--- config.mk ---
export PLATFORM = sky130hd
export DESIGN_NAME = mmip_outq
export DESIGN_NICKNAME = d
export VERILOG_FILES = /design/src/hw/rtl/mmip_pkg.sv /design/src/hw/rtl/mmip_outq.sv
export SDC_FILE = /design/constraint.sdc
export NUM_CORES = 1
export LEC_CHECK = 0
export BUFFER_PORTS_ARGS = -buffer_cell sky130_fd_sc_hd__buf_2
export CAP_MARGIN = 0
export CORE_ASPECT_RATIO = 0.8
export CORE_MARGIN = 2
export CORE_UTILIZATION = 44
export DETAILED_ROUTE_END_ITERATION = 12
export GPL_ROUTABILITY_DRIVEN = 0
export PLACE_DENSITY_LB_ADDON = 0.08
export SETUP_SLACK_MARGIN = 0.1
export SLEW_MARGIN = 25
export SYNTH_ARGS = -nofsm -noshare
export SYNTH_HDL_FRONTEND = slang
export SYNTH_SLANG_ARGS = --single-unit
--- constraint.sdc ---
create_clock -name i_clk -period 5.75 [get_ports i_clk]
set_clock_uncertainty 0.2 [all_clocks]
set_input_delay 0 -clock i_clk [delete_from_list [all_inputs] [get_ports i_clk]]
set_output_delay 0 -clock i_clk [all_outputs]
set_load 0.03 [all_outputs]
--- src/hw/rtl/mmip_pkg.sv ---
package mmip_pkg;

    localparam int CH_W        = 8;
    localparam int NUM_CH      = 3;
    localparam int SUM_W       = 10;
    localparam int CFG_W       = 13;
    localparam int DEPTH_LIMIT = 4096;
    localparam int SLICE_W     = 12;
    localparam int OUTQ_DEPTH  = 3;
    localparam int OUTQ_CNT_W  = 2;
    localparam int PADDR_W     = 4;
    localparam int PDATA_W     = 32;

    // register indexes (byte address / 4)
    localparam logic [1:0] REG_WIDTH  = 2'd0;
    localparam logic [1:0] REG_HEIGHT = 2'd1;
    localparam logic [1:0] REG_DEPTH  = 2'd2;

    typedef logic [NUM_CH-1:0][CH_W-1:0] t_chans;

    typedef struct packed {
        logic [SUM_W-1:0] sum;
        t_chans           chan;
    } t_entry;

    typedef struct packed {
        logic             take;
        logic [SUM_W-1:0] sum;
    } t_merge;

    typedef struct packed {
        t_chans chan;
        logic   frame_end;
    } t_result;

    // Last position for a dimension register: 0 counts as 1, above hi counts as hi.
    function automatic logic [CFG_W-1:0] f_last(input logic [CFG_W-1:0] v,
                                                 input logic [CFG_W:0] hi);
        logic [CFG_W-1:0] res;
        if (v == '0) begin
            res = '0;
        end else if ({1'b0, v} > hi) begin
            res = CFG_W'(hi - (CFG_W+1)'(1));
        end else begin
            res = v - CFG_W'(1);
        end
        return res;
    endfunction

endpackage

--- src/hw/rtl/mmip_outq.sv ---
module mmip_outq (
    input  logic                            i_clk,
    input  logic                            i_rst_n,
    input  logic                            i_push,
    input  mmip_pkg::t_result               i_data,
    input  logic                            i_pop,
    output logic                            o_valid,
    output mmip_pkg::t_result               o_data,
    output logic [mmip_pkg::OUTQ_CNT_W-1:0] o_count
);
    import mmip_pkg::*;

    t_result                 r_slot [OUTQ_DEPTH];
    logic [OUTQ_CNT_W-1:0]   r_wr, n_wr;
    logic [OUTQ_CNT_W-1:0]   r_rd, n_rd;
    logic [OUTQ_CNT_W-1:0]   r_count, n_count;
    logic                    pop_ok;

    assign o_valid = (r_count != '0);
    assign o_data  = r_slot[r_rd];
    assign o_count = r_count;
    assign pop_ok  = i_pop && o_valid;

    always_comb begin
        n_wr    = r_wr;
        n_rd    = r_rd;
        n_count = r_count;
        if (i_push) begin
            n_wr = (r_wr == OUTQ_CNT_W'(OUTQ_DEPTH - 1)) ? '0 : r_wr + 1'b1;
        end
        if (pop_ok) begin
            n_rd = (r_rd == OUTQ_CNT_W'(OUTQ_DEPTH - 1)) ? '0 : r_rd + 1'b1;
        end
        if (i_push && !pop_ok) begin
            n_count = r_count + 1'b1;
        end else if (!i_push && pop_ok) begin
            n_count = r_count - 1'b1;
        end
    end

    always_ff @(posedge i_clk) begin
        if (!i_rst_n) begin
            r_wr    <= '0;
            r_rd    <= '0;
            r_count <= '0;
        end else begin
            r_wr    <= n_wr;
            r_rd    <= n_rd;
            r_count <= n_count;
        end
    end

    always_ff @(posedge i_clk) begin
        if (i_push) begin
            r_slot[r_wr] <= i_data;
        end
    end

    a_no_overflow: assert property (@(posedge i_clk) disable iff (!i_rst_n)
        i_push |-> (r_count < OUTQ_CNT_W'(OUTQ_DEPTH)) || pop_ok)
        else $error("output queue overflow");

    a_count_up: assert property (@(posedge i_clk) disable iff (!i_rst_n)
        (i_push && !pop_ok) |=> (r_count == $past(r_count) + 1'b1))
        else $error("output queue count lost a transfer");

    a_ptr_gap: assert property (@(posedge i_clk) disable iff (!i_rst_n)
        (r_count == '0) |-> (r_wr == r_rd))
        else $error("output queue pointers out of step");

endmodule

==> results.py <==
metrics = {
    "pwr": {
        "finalPower_mw": 1.53,
        "powerDensity_nw_per_um2": 387,
        "leakage_nw": 1.40,
        "ir_worst_vdd_uv": 203,
    },
    "setup_path": {
        "regToRegEndpoint": "r_wr[1]",
        "end_kind": "flop",
        "cp-startpoint": "r_wr[0]",
        "criticalPathCategory": "reg -> reg",
        "rr_worst_depth": 5,
        "cp_max_fo": 20,
        "reg2reg_from": "r_wr[0]",
        "rrSetupSlack_ps": 3660,
        "cp.arrival_ps": 2170,
        "required_ps": 5830,
        "worstSetupEndpoint": "r_wr[1]",
        "critical_path.startpoint_type": "flop",
    },
    "route": {
        "viasPerCell": 4.62,
        "antenna_left": 0,
        "wl_met3_um": 219,
        "drt_pass1_iterations": 3,
        "drt_iter0_markers": 62,
        "wl_met1_um": 2410,
        "drt-total-wl_um": 5040,
        "met2_length_um": 2360,
        "drc_errors": 0,
        "wire_per_inst_um": 13.5,
        "vias": 1725,
        "routed.top_layer": "met4",
    },
    "placed_design": {
        "dp_cells": 328,
        "io_buffer_count": 56,
        "hpwlAfterDp_um": 3040,
    },
    "global_route": {
        "antenna_found_initial": 0,
        "track_usage_pct": 14.3,
        "grt_max_degree": 51,
        "grt_pass1_wl_um": 8280,
        "grt_pass1_vias": 1726,
        "globalRoute.totalOverflow": 0,
    },
    "yosys": {
        "ys_warn_count": 0,
        "ys_seq_elements": 83,
        "synth_cells": 190,
        "synth_area_um2": 3090,
        "synth_seq_area_share_pct": 78.2,
        "avgSynthCellArea_um2": 16.2,
        "syn_nets": 220,
        "ys_types": 22,
    },
    "final_layout": {
        "fin_util_pct": 58.0,
        "layout.nets": 311,
        "drive_gt1_share_pct": 27.3,
        "finalNonFillerCells": 373,
        "diodes": 0,
        "area_delta_synth_final_pct": 28.4,
    },
    "clocking": {
        "insertion_delay_ps": 330,
        "cts.sinks": 83,
        "clockRootBuffer": "clkbuf_8",
        "cts_buffers": 9,
        "ctsLongestPathBuffers": 2,
        "cts_tree": "yes",
        "cts_resized": 0,
        "h-tree-depth": 3,
        "path_clk_slew_ps": 80,
    },
    "floorplanning": {
        "die_width_um": 97.6,
        "start_util_pct": 45.2,
        "dieHeight_um": 78.9,
        "ios": 57,
        "coreArea_um2": 6820,
        "rows": 27,
        "dieArea_um2": 7700,
    },
    "sta": {
        "hold_viol": 0,
        "finalCritPeriodShare_pct": 36.3,
        "setup_tns_ps": 0,
        "clock.fmax_mhz": 478,
        "rsz0062_at_grt": "no",
        "slew_headroom_pct": 42.0,
        "drv_slew": 0,
        "min_period_ps": 2090,
        "tightestPinTransition_ps": 870,
        "setup_viol": 0,
    },
    "run_status": {
        "outcome": "complete, no violations",
    },
    "worst_hold_path": {
        "hp-class": "in -> reg",
    },
    "job": {
        "max-cap-violations": 0,
    },
}
flip-flops by register name, summed over array words and instances (netlist names), named ones only:
name and flops:
r_rd 2, r_wr 2, o_count 2, r_slot 75
cells in the mapped netlist, drive strengths merged:
cell     n  area share [%]
o21ai   27             4.5
or2      1            0.20
and2     1            0.20
or3      2            0.41
mux2i   25             8.1
xor2     1            0.28
nor2b    2            0.41
buf      3            0.89
edfxtp  75              73
o21a     2            0.49
nand2   29             3.5
nor3b    1            0.24
nor2     2            0.24
clkbuf   5            0.61
dfxtp    8             5.2
ha       1            0.41
or3b     1            0.28
a21boi   3            0.73
xnor2    1            0.28
worst max-delay path, stage by stage, from the launching register on:
cell,delay (ps)
dfxtp_1,400
nand2_1,80
nor2_2,290
buf_4,370
o21a_1,160
dlygate4sd3_1,530
repair_timing:
action	in CTS	in global routing
buffers inserted	0	0
endpoints found under the hold margin	100	0
hold buffers	29	0
power by group:
group / leakage (nW) / switching, mW / internal [mW] / total (mW)
logic: 0.536 / 0.217 / 0.137 / 0.354
clock network: 0.101 / 0.186 / 0.241 / 0.427
registers: 0.760 / 0.0565 / 0.698 / 0.754
total: 1.40 / 0.460 / 1.08 / 1.53
cell type report:
cell class	count	area (µm²)
fillers	568	2860
flip-flops and latches	83	2410
multi-input cells	99	637
repair buffers	88	593
clock buffers	10	128
well taps	87	109
clock inverters	6	80.1
metal layers:
layer | global-route usage (%) | vias to the layer above
li1 | - | 893
met1 | 17.5 | 786
met2 | 23.9 | 42
met3 | 5.55 | 4
met4 | 4.17 | 0
met5 | 0 | -
logic make-up after synthesis:
logic type / share of synthesized area [%]
xor+xnor: 0.568
fa+ha+maj: 0.405
flops: 78.2
compound gates: 5.72
mux: 8.11
buf+inv: 1.50
simple gates: 5.52
how the worst min path moves through the flow:
stage | to | from | cells after the start
floorplan | r_slot[0][0] | i_data[0] | 0
finish | r_slot[1][7] | i_data[7] | 2
CTS | r_slot[1][7] | i_data[7] | 2
global placement | r_slot[2][7] | i_data[7] | 1
detailed placement | r_slot[2][6] | i_data[6] | 1
global route | r_slot[2][17] | i_data[17] | 2
cells in the final DEF, fill, tap and decap left out, types with 2 or more instances in the layout:
cell / instances
edfxtp_1: 75
buf_2: 56
nand2_1: 29
dlygate4sd3_1: 29
mux2i_1: 25
o21ai_1: 25
clkbuf_8: 9
dfxtp_1: 6
a21boi_1: 3
buf_4: 3
nor2_2: 2
or3_1: 2
nor2b_1: 2
o21a_1: 2
dfxtp_2: 2
clkinv_1: 2
bufinv_16: 2
per-stage QoR:
step / cell area, µm² / worst slack [ps] / hold slack, ps
finish: 3960 / 3660 / 192
global placement: 3460 / 4000 / 5.00
floorplan: 3090 / 2840 / -101
detailed placement: 3460 / 3940 / 7.52
global route: 3960 / 3490 / 184
CTS: 3960 / 3620 / 173
No activity file was read; power rests on OpenSTA's default activity.
