**config.mk**
```make
export PLATFORM = sky130hd
export DESIGN_NAME = mmip_merge
export DESIGN_NICKNAME = d
export VERILOG_FILES = /design/src/hw/rtl/mmip_pkg.sv /design/src/hw/rtl/mmip_merge.sv
export SDC_FILE = /design/constraint.sdc
export NUM_CORES = 1
export LEC_CHECK = 0
export BUFFER_PORTS_ARGS = -buffer_cell sky130_fd_sc_hd__buf_4
export CAP_MARGIN = 25
export CORE_MARGIN = 2
export CORE_UTILIZATION = 41
export DETAILED_ROUTE_END_ITERATION = 10
export MAX_ROUTING_LAYER = met4
export PLACE_DENSITY = 0.78
export SYNTH_ARGS = -nofsm -noshare
export SYNTH_HDL_FRONTEND = slang
export SYNTH_SLANG_ARGS = --single-unit
export TNS_END_PERCENT = 20
```
**constraint.sdc**
```tcl
create_clock -name vclk -period 2.92
set_input_delay 0.146 -clock vclk [all_inputs]
set_output_delay 0.146 -clock vclk [all_outputs]
set_load 0.005 [all_outputs]
```
**src/hw/rtl/mmip_pkg.sv**
```systemverilog
package mmip_pkg;

    localparam int CH_W        = 8;
    localparam int NUM_CH      = 3;
    localparam int SUM_W       = 10;
    localparam int CFG_W       = 13;
    localparam int DEPTH_LIMIT = 4096;
    localparam int SLICE_W     = 12;
    localparam int OUTQ_DEPTH  = 3;
    localparam int OUTQ_CNT_W  = 2;
    localparam int PADDR_W     = 4;
    localparam int PDATA_W     = 32;

    // register indexes (byte address / 4)
    localparam logic [1:0] REG_WIDTH  = 2'd0;
    localparam logic [1:0] REG_HEIGHT = 2'd1;
    localparam logic [1:0] REG_DEPTH  = 2'd2;

    typedef logic [NUM_CH-1:0][CH_W-1:0] t_chans;

    typedef struct packed {
        logic [SUM_W-1:0] sum;
        t_chans           chan;
    } t_entry;

    typedef struct packed {
        logic             take;
        logic [SUM_W-1:0] sum;
    } t_merge;

    typedef struct packed {
        t_chans chan;
        logic   frame_end;
    } t_result;

    // Last position for a dimension register: 0 counts as 1, above hi counts as hi.
    function automatic logic [CFG_W-1:0] f_last(input logic [CFG_W-1:0] v,
                                                 input logic [CFG_W:0] hi);
        logic [CFG_W-1:0] res;
        if (v == '0) begin
            res = '0;
        end else if ({1'b0, v} > hi) begin
            res = CFG_W'(hi - (CFG_W+1)'(1));
        end else begin
            res = v - CFG_W'(1);
        end
        return res;
    endfunction

endpackage

```
**src/hw/rtl/mmip_merge.sv**
```systemverilog
module mmip_merge (
    input  mmip_pkg::t_chans                i_chan,
    input  logic [mmip_pkg::SUM_W-1:0]      i_old_sum,
    input  logic                            i_first,
    output mmip_pkg::t_merge                o_res
);
    import mmip_pkg::*;

    logic [SUM_W-1:0] sum;

    always_comb begin
        sum = '0;
        for (int k = 0; k < NUM_CH; k++) begin
            sum = sum + SUM_W'(i_chan[k]);
        end
    end

    // strictly greater wins, so the earliest slice keeps a tie
    assign o_res.sum  = sum;
    assign o_res.take = i_first || (sum > i_old_sum);

endmodule

```
==> results of run 1 <==
critical path: stages:
cell and delay (ns):
buf_6 0.07, inv_4 0.02, fa_1 0.47, inv_1 0.07, ha_2 0.18, inv_2 0.04
fa_2 0.33, nor2b_1 0.11, o21a_1 0.15, o21ai_2 0.06, a21o_2 0.21, o31a_1 0.15
ha_4 0.28, and3_4 0.18, nand4_1 0.13, o21ai_2 0.18, a21oi_2 0.04, nor2_1 0.14
buf_4 0.13
Yosys cell counts, drive strengths merged, types with 2 or more instances:
cell    instances
inv            21
ha             17
fa              9
o21ai           5
a21o            4
a21oi           4
xnor2           4
a211oi          3
a21boi          3
nor2            3
o21bai          3
and3            2
report_power, final:
part / internal [µW] / switching [µW]
Combinational: 302 / 220
Clock: 0 / 0
Sequential: 0 / 0
Total: 302 / 220
worst max-delay path by stage:
stage / from / end / slack [ns] / cells after the start
finish: i_chan[1] / o_res[10] / -0.31 / 19
detailed placement: i_chan[1] / o_res[10] / -0.37 / 19
global route: i_chan[1] / o_res[10] / -0.45 / 19
floorplan: i_chan[1] / o_res[10] / 0.0008 / 17
global placement: i_chan[1] / o_res[10] / -0.25 / 19
CTS: i_chan[17] / o_res[10] / -0.22 / 19
cell type report:
class	count	area (µm²)	area share, %
Timing Repair Buffer	65	499	38.5
Inverter	21	81.3	6.27
Multi-Input combinational cell	64	694	53.6
Tap cell	17	21.3	1.64
kinds of logic (layout without fill, tap and decap cells):
family                   Yosys count  count (layout)  synth area share, %
buffers and inverters             21              86                 10.8
XOR/XNOR                           5               5                 6.01
adder cells (fa/ha/maj)           26              26                 54.0
AND/OR/NAND/NOR                    9               9                 6.19
AO/OA/AOI/OAI                     24              24                 23.0
per-layer routing:
metal  track usage [%]  wire, µm  share of wire [%]
met5                 -         0                  0
met3             0.392       122                6.2
met2              38.1      1080                 55
met1              21.8       747                 38
met4              1.14        16               0.81
through the flow:
step                      hold slack, ns  utilization (%)  total power, µW  cells
after floorplan                    0.419                -              232     85
after global placement             0.608             69.3              428    158
after detailed placement           0.606             69.3              440    158
after CTS                          0.629             74.0              486    165
after global routing               0.668             76.7              573    167
final                              0.667             76.7              522    167
cells in the final DEF, fill, tap and decap left out, drive strengths merged, types with 2 or more instances in the layout:
master / instances
a211oi: 3
a21boi: 3
a21o: 4
a21oi: 4
and3: 2
buf: 65
fa: 9
ha: 17
inv: 21
nor2: 3
o21ai: 5
o21bai: 3
xnor2: 4
timing repair:
item                                    4_1_cts  5_1_grt
resized for setup                            13        7
hold endpoints to repair                      0        0
endpoints found under the setup margin        1        1
buffers inserted                              7        2
pin swaps                                    16       10
==> qor.yml, run 1 <==
flow_run:
  drv_cap: 0
global_routing:
  grt_pass1_wl_um: 2990
  grt_antenna_before_repair: 0
  grt_max_degree: 5
  grt_pass1_vias: 764
  grt_overflow: 0
  grt.total_usage_pct: 19.1
route:
  drt_iter0_markers: 4
  via_count: 842
  drt_wl_total_um: 1970
  dr.pass1.iters: 4
  post_drt_wl_per_cell_um: 11.8
  drc: 0
  antenna_left: 0
  viasPerCell: 5.04
synth:
  synth_area_leaders: "ha_1, fa_1, inv_1"
  synthDistinctLibCells: 23
  seq_area_frac_synth_pct: 0
  synth_fp_nets: 146
  synth_area_per_cell_um2: 8.57
  synthCells: 85
  synth_top_area_share_pct: 29.2
  yosysWarnings: 0
  synth_top_cell_by_area: "ha_1"
  synth_area_um2: 728
floorplanning:
  rows: 15
  start_util_pct: 43.1
  ios: 46
  design.core.area_um2: 1690
  dieWidth_um: 46.1
  die-area_um2: 2130
  die_h_um: 46.1
placed_design:
  port_buffers: 46
  place.gp.congestion: 0.742
  place_area_um2: 1170
  dp_hpwl_um: 1580
  place_ws_ns: -0.366
timing:
  setup_slack_ns: -0.310
  fmax_mhz: 310
  tightest_slew_ns: 0.317
  hold_viol: 0
  setup_viol: 1
  slew_viol_final: 0
  tns_ns: -0.310
  slew_headroom_pct: 78.7
  rsz0062_at_grt: "true"
  min_period_over_period_pct: 111
  fin_crit_ns: 3.23
cts:
  cts_hold_buffers: 0
setup_path:
  cp.arrival_ns: 3.08
  worstSetupStartpointType: "input pin"
  critical_path_required_ns: 2.77
  worstPathMaxFanout: 2
  cp-end-kind: "primary output"
  crit_type: "in -> out"
power:
  p_leak_uw: 0.000713
  ir_drop_uv: 263
  power-per-cell-area_nw_per_um2: 403
status:
  status: "complete, but fails checks"
  violations: "negative setup slack"
finish:
  final_cell_area_um2: 1300
  layout-drive-gt1-share_pct: 54.0
  seq_cell_count: 0
  layout.nets: 213
  fillCellCount: 128
  n_antenna_cell: 0
  clockBufferCount: 0
  seqCellArea_um2: 0
  area_growth_pct: 78.0
worst_hold_path:
  whs_endpoint: "o_res[0]"
  holdPathStages: 3
  hp-class: "in -> out"
  hold_path.startpoint: "i_chan[16]"
Note: power is estimated with default switching activity, not from simulation.
==> inputs of run 2 (changes only) <==
--- a/config.mk
+++ b/config.mk
@@ -12,6 +12,7 @@
 export DETAILED_ROUTE_END_ITERATION = 10
 export MAX_ROUTING_LAYER = met4
 export PLACE_DENSITY = 0.78
+export SETUP_SLACK_MARGIN = 0.05
 export SYNTH_ARGS = -nofsm -noshare
 export SYNTH_HDL_FRONTEND = slang
 export SYNTH_SLANG_ARGS = --single-unit
==> run 2 against run 1 <==
Effect of this change: the flow still finishes with violations (negative setup slack); cell area down 6.5%; wire length grew 1.4%; flip-flop and latch count stayed put; critical path depth stayed put; core utilization is 5.0 points lower; fmax up 3.1%; non-clock buffer count is 9 lower; count of clock-buffer cells in the layout stayed put; sequential share of layout area unchanged; combinational power is 9.8% lower; via count shrank 6.2%; critical path type unchanged.
==> qor.yml, run 2 (synthesis gave the netlist of run 1 again) <==
floorplanning:
  design.core.area_um2: 1690  # unchanged
  rows: 15  # unchanged
  dieWidth_um: 46.1  # unchanged
  ios: 46  # unchanged
  start_util_pct: 43.1  # unchanged
  die_h_um: 46.1  # unchanged
  die-area_um2: 2130  # unchanged
setup_path:
  cpPeakStageDelay_ns: 0.49  # was 0.47 ns
  crit_chain: "buf_6 -> inv_2 -> fa_1 -> inv_2 -> ha_4 -> inv_2 -> fa_2 -> nor2b_1 -> o21a_1 -> o21ai_2 -> a21o_2 -> o31a_1 -> ha_1 -> and3_4 -> nand4_1 -> o21ai_1 -> a21oi_1 -> nor2_1 -> buf_4"  # was buf_6 -> inv_4 -> fa_1 -> inv_1 -> ha_2 -> inv_2 -> fa_2 -> nor2b_1 -> o21a_1 -> o21ai_2 -> a21o_2 -> o31a_1 -> ha_4 -> and3_4 -> nand4_1 -> o21ai_2 -> a21oi_2 -> nor2_1 -> buf_4
  cp-end-kind: "primary output"  # unchanged
  crit_type: "in -> out"  # unchanged
  cp.arrival_ns: 2.99  # was 3.08 ns
  startpoint: "i_chan[1]"  # unchanged
  crit_slowest_cell: "fa_1"  # unchanged
  path_delay_family: "adder cells"  # unchanged
  worstSetupStartpointType: "input pin"  # unchanged
  cp_common_cell: "inv_2"  # was o21ai_2
  worstPathMaxFanout: 3  # was 2
  crit_buf_inv: 5  # unchanged
  critical_path_required_ns: 2.77  # about the same
finish:
  final_common_cell: "buf_4"  # unchanged
  layout.nets: 204  # was 213
  area_growth_pct: 66.5  # was 78.0%
  clockBufferCount: 0  # unchanged
  fillCellCount: 130  # was 128
  mostFrequentLayoutCells: "buf_4, inv_1, ha_1"  # unchanged
  multiInputGateArea_um2: 684  # was 694 µm²
  n_antenna_cell: 0  # unchanged
  instances_no_fill: 158  # was 167
  seqCellArea_um2: 0  # unchanged
  layout-drive-gt1-share_pct: 49.6  # was 54.0%
  seq_cell_count: 0  # unchanged
power:
  p_leak_uw: 0.000667  # was 0.000713 µW
  ir_drop_uv: 218  # was 263 µV
  power-per-cell-area_nw_per_um2: 389  # was 403 nW/µm²
timing:
  slew_headroom_pct: 81.2  # was 78.7%
  fmax_mhz: 319  # was 310 MHz
  setup_viol: 1  # unchanged
  tightest_slew_ns: 0.279  # was 0.317 ns
  rsz0062_at_grt: "true"  # unchanged
  slew_viol_final: 0  # unchanged
  fin_crit_ns: 3.13  # was 3.23 ns
  setup_slack_ns: -0.214  # was -0.310 ns
  hold_viol: 0  # unchanged
  min_period_over_period_pct: 107  # was 111%
global_routing:
  grt_pass1_wl_um: 3180  # was 2990 µm
  grt_overflow: 0  # unchanged
  grt.total_usage_pct: 20.5  # was 19.1%
  grt_pass1_vias: 833  # was 764
  grt_max_degree: 5  # unchanged
  grt_antenna_before_repair: 0  # unchanged
route:
  viasPerCell: 5.00  # was 5.04
  post_drt_wl_per_cell_um: 12.6  # was 11.8 µm
  via_count: 790  # was 842
  drt_iter0_markers: 3  # was 4
  drt_wl_total_um: 1990  # was 1970 µm
  antenna_left: 0  # unchanged
  drc: 0  # unchanged
  dr.pass1.iters: 2  # was 4
status:
  status: "complete, but fails checks"  # unchanged
  violations: "negative setup slack"  # unchanged
worst_hold_path:
  hp-class: "in -> out"  # unchanged
  hold_path.startpoint: "i_first"  # was i_chan[16]
placed_design:
  placed_cells: 157  # was 158
  place_ws_ns: -0.280  # was -0.366 ns
  dp_hpwl_um: 1810  # was 1580 µm
  port_buffers: 46  # unchanged
  place.gp.congestion: 0.767  # was 0.742
cts:
  cts_hold_buffers: 0  # unchanged
flow_run:
  drv_cap: 0  # unchanged
==> run 2: cell count changes in the layout (fill, tap and decap cells not counted), sizes merged <==
cell  before  now
buf       65   56
==> run 2: final timing paths <==
kind,to,cells after the start
setup / recovery,o_res[10],19
hold / removal,o_res[10],4
==> run 2: final cells by class <==
type	count	share of cell area, %
inverters	21	6.50
well taps	17	1.75
repair buffers	56	35.3
multi-input cells	64	56.5
==> run 2: repair_timing <==
item	in CTS	in global routing
endpoints found under the setup margin	1	1
resized for setup	8	6
pin swaps	4	1
buffers inserted	1	0
==> run 2: where the power goes <==
group	total [µW]	switching (µW)	internal (µW)
Combinational	471	205	266
Clock	0	0	0
Sequential	0	0	0
Total	471	205	266
==> run 2: routing by layer <==
| metal | wire (µm) | GRT usage, % |
|---|---|---|
| met2 | 1110 | 43.3 |
| met4 | 0 | 0 |
| met5 | 0 | - |
| met3 | 132 | 0.784 |
| met1 | 753 | 21.4 |
==> run 2: metrics by stage <==
stage	power [µW]	hold slack [ns]	setup TNS [ns]	area, µm²	utilization, %
CTS	465	0.649	-0.224	1190	70.4
floorplan	233	0.433	0	731	-
finish	471	0.646	-0.214	1210	71.8
global placement	427	0.630	-0.276	1160	69.0
detailed placement	449	0.635	-0.280	1160	69.0
global route	521	0.668	-0.358	1210	71.8
==> inputs of run 3 (changes only) <==
--- a/config.mk
+++ b/config.mk
@@ -5,10 +5,11 @@
 export SDC_FILE = /design/constraint.sdc
 export NUM_CORES = 1
 export LEC_CHECK = 0
+export ABC_AREA = 1
 export BUFFER_PORTS_ARGS = -buffer_cell sky130_fd_sc_hd__buf_4
-export CAP_MARGIN = 25
+export CAP_MARGIN = 40
 export CORE_MARGIN = 2
-export CORE_UTILIZATION = 41
+export CORE_UTILIZATION = 43
 export DETAILED_ROUTE_END_ITERATION = 10
 export MAX_ROUTING_LAYER = met4
 export PLACE_DENSITY = 0.78
==> run 3 against run 2 <==
Effect of this change: the run now ends clean; power increased by 12%; core utilization increased by 2.1 points; area after synthesis increased by 13%; non-clock buffer count decreased by 8; global-route usage decreased by 2.5 points; cell area increased by 7.4%; via count increased by 16%; synthesized cell count increased by 46%; wire length decreased by 3.4%; final cell count increased by 25%.
==> qor.yml, run 3 <==
synth:
  synth-simple-area-share_pct: 26.4  # was 6.19%
  yosysWarnings: 0  # unchanged
  synthDistinctLibCells: 15  # was 23
  synth_fa_ha_area_share_pct: 47.9  # was 54.0%
  synth-xor-area-share_pct: 3.21  # was 6.01%
  synth_common_cells: "inv_1, nand2_1, ha_1, fa_1, nand3_1"  # was inv_1, ha_1, fa_1
  synth_fp_nets: 185  # was 146
  synth_mux_area_share_pct: 0  # unchanged
  synth_area_leaders: "ha_1, fa_1, inv_1"  # unchanged
  seq_area_frac_synth_pct: 0  # unchanged
  yosysMostFrequentCell: "inv_1"  # unchanged
  synth_top_family_by_area: "adder cells"  # unchanged
  synth_top_cell_by_area: "ha_1"  # unchanged
  synth_area_per_cell_um2: 6.61  # was 8.57 µm²
  synth_top_area_share_pct: 26.0  # was 29.2%
  synth_compound_gate_area_share_pct: 5.95  # was 23.0%
  synthCells: 124  # was 85
  synth_area_um2: 820  # was 728 µm²
finish:
  post-route-util_pct: 73.8  # was 71.8%
  seqCellArea_um2: 0  # unchanged
  layout.nets: 235  # was 204
  seq_cell_count: 0  # unchanged
  mostFrequentLayoutCells: "buf_4, nand2_1, inv_1"  # was buf_4, inv_1, ha_1
  area_growth_pct: 58.9  # was 66.5%
  n_antenna_cell: 0  # unchanged
  layout-drive-gt1-share_pct: 41.9  # was 49.6%
  final_cell_area_um2: 1300  # was 1210 µm²
  clockBufferCount: 0  # unchanged
  final_common_cell: "buf_4"  # unchanged
timing:
  hold_viol: 0  # unchanged
  slew_headroom_pct: 82.4  # was 81.2%
  min_period_over_period_pct: 98.6  # was 107%
  tightest_slew_ns: 0.264  # was 0.279 ns
  finalHoldWorstSlack_ns: 0.546  # was 0.646 ns
  rsz0062_at_grt: "true"  # unchanged
  setup_viol: 0  # was 1
  fin_crit_ns: 2.88  # was 3.13 ns
  fmax_mhz: 347  # was 319 MHz
  slew_viol_final: 0  # unchanged
floorplanning:
  rows: 15  # unchanged
  ios: 46  # unchanged
  start_util_pct: 46.5  # was 43.1%
  die_h_um: 47.7  # was 46.1 µm
  dieWidth_um: 47.7  # was 46.1 µm
  die-area_um2: 2270  # was 2130 µm²
  design.core.area_um2: 1760  # was 1690 µm²
setup_path:
  startpoint: "i_chan[17]"  # was i_chan[1]
  worstSetupStartpointType: "input pin"  # unchanged
  cp-endpoint: "o_res[10]"  # unchanged
  cp.arrival_ns: 2.73  # was 2.99 ns
  critical_path_required_ns: 2.77  # about the same
  crit_type: "in -> out"  # unchanged
  cp-end-kind: "primary output"  # unchanged
  worstPathMaxFanout: 2  # was 3
power:
  finalPower_uw: 528  # was 471 µW
  p_leak_uw: 0.000773  # was 0.000667 µW
  ir_drop_uv: 226  # was 218 µV
  power-per-cell-area_nw_per_um2: 405  # was 389 nW/µm²
global_routing:
  grt_overflow: 0  # unchanged
  grt_antenna_before_repair: 0  # unchanged
  grt_pass1_vias: 824  # was 833
  grt_pass1_wl_um: 3020  # was 3180 µm
  grt_max_degree: 7  # was 5
  grt.total_usage_pct: 18.0  # was 20.5%
route:
  drt_wl_total_um: 1920  # was 1990 µm
  via_count: 915  # was 790
  viasPerCell: 4.64  # was 5.00
  antenna_left: 0  # unchanged
  post_drt_wl_per_cell_um: 9.77  # was 12.6 µm
  drc: 0  # unchanged
  dr.pass1.iters: 4  # was 2
  drt_iter0_markers: 9  # was 3
worst_hold_path:
  hp-class: "in -> out"  # unchanged
placed_design:
  dp_hpwl_um: 1640  # was 1810 µm
  place_area_um2: 1200  # was 1160 µm²
  place.gp.congestion: 0.833  # was 0.767
  port_buffers: 46  # unchanged
status:
  status: "finished, final reports clean"  # was complete, but fails checks
flow_run:
  drv_cap: 0  # unchanged
cts:
  cts_hold_buffers: 0  # unchanged
-- run 3: cell types whose count changed after synthesis, moves of 2 or more --
cell / delta
nand2_1: +32
o21ai_0: -4
nand4_1: +3
o21bai_1: -3
a211oi_1: -3
a21o_1: -2
inv_1: +14
and3_1: -2
xnor2_1: -2
a21oi_1: +2
nand3_1: +9
-- run 3: cell type report --
| type | instances | area (µm²) |
|---|---|---|
| multi-input combinational | 88 | 764 |
| tap | 25 | 31.3 |
| inverter | 36 | 135 |
| timing repair buffer | 48 | 372 |
| fill | 150 | 462 |
-- run 3: kinds of logic after synthesis --
family / count (synthesis)
AO/OA/AOI/OAI: 8
XOR/XNOR: 3
adder cells (fa/ha/maj): 26
buffers and inverters: 36
AND/OR/NAND/NOR: 51
-- run 3: where the power goes --
group	internal [µW]	switching, µW
Sequential	0	0
Combinational	261	267
Clock	0	0
Total	261	267
-- run 3: metal layers --
metal	vias to the layer above	part of all wire [%]	GRT usage, %
met5	-	0	-
met4	0	0	1.08
met3	0	6.4	0.755
met2	32	53	35.4
met1	404	41	21.0
li1	479	-	-
-- run 3: per-stage QoR --
stage	cells	TNS, ns	worst slack [ns]
after floorplan	124	0	0.344
after global placement	195	0	0.0517
after detailed placement	195	-0.0199	-0.0199
after CTS	195	0	0.0831
after global routing	197	-0.110	-0.110
final	197	0	0.0403
-- run 3: worst min path at each step --
stage | start | end | slack, ns | depth (start not counted)
after floorplan | i_first | o_res[10] | 0.37 | 2
after global placement | i_first | o_res[10] | 0.54 | 4
after detailed placement | i_first | o_res[10] | 0.54 | 4
after CTS | i_first | o_res[10] | 0.54 | 4
after global routing | i_first | o_res[10] | 0.56 | 4
final | i_first | o_res[10] | 0.55 | 4
-- run 3: critical path: stages --
cell     delay (ns)
buf_6          0.07
inv_2          0.03
fa_1           0.46
inv_1          0.08
ha_2           0.20
inv_2          0.04
fa_2           0.40
inv_2          0.07
nand3_2        0.06
nand3_2        0.10
xnor2_1        0.13
inv_1          0.11
ha_4           0.29
nand2_4        0.06
nor2_4         0.13
nand3_2        0.08
nand3_1        0.07
nand2_1        0.05
nand2_1        0.07
buf_6          0.09
-- run 3: repair_timing --
action	in CTS	in global routing
hold endpoints to repair	0	0
pin swaps	1	20
endpoints found under the setup margin	1	1
gates resized for setup	4	23
setup buffers	0	2
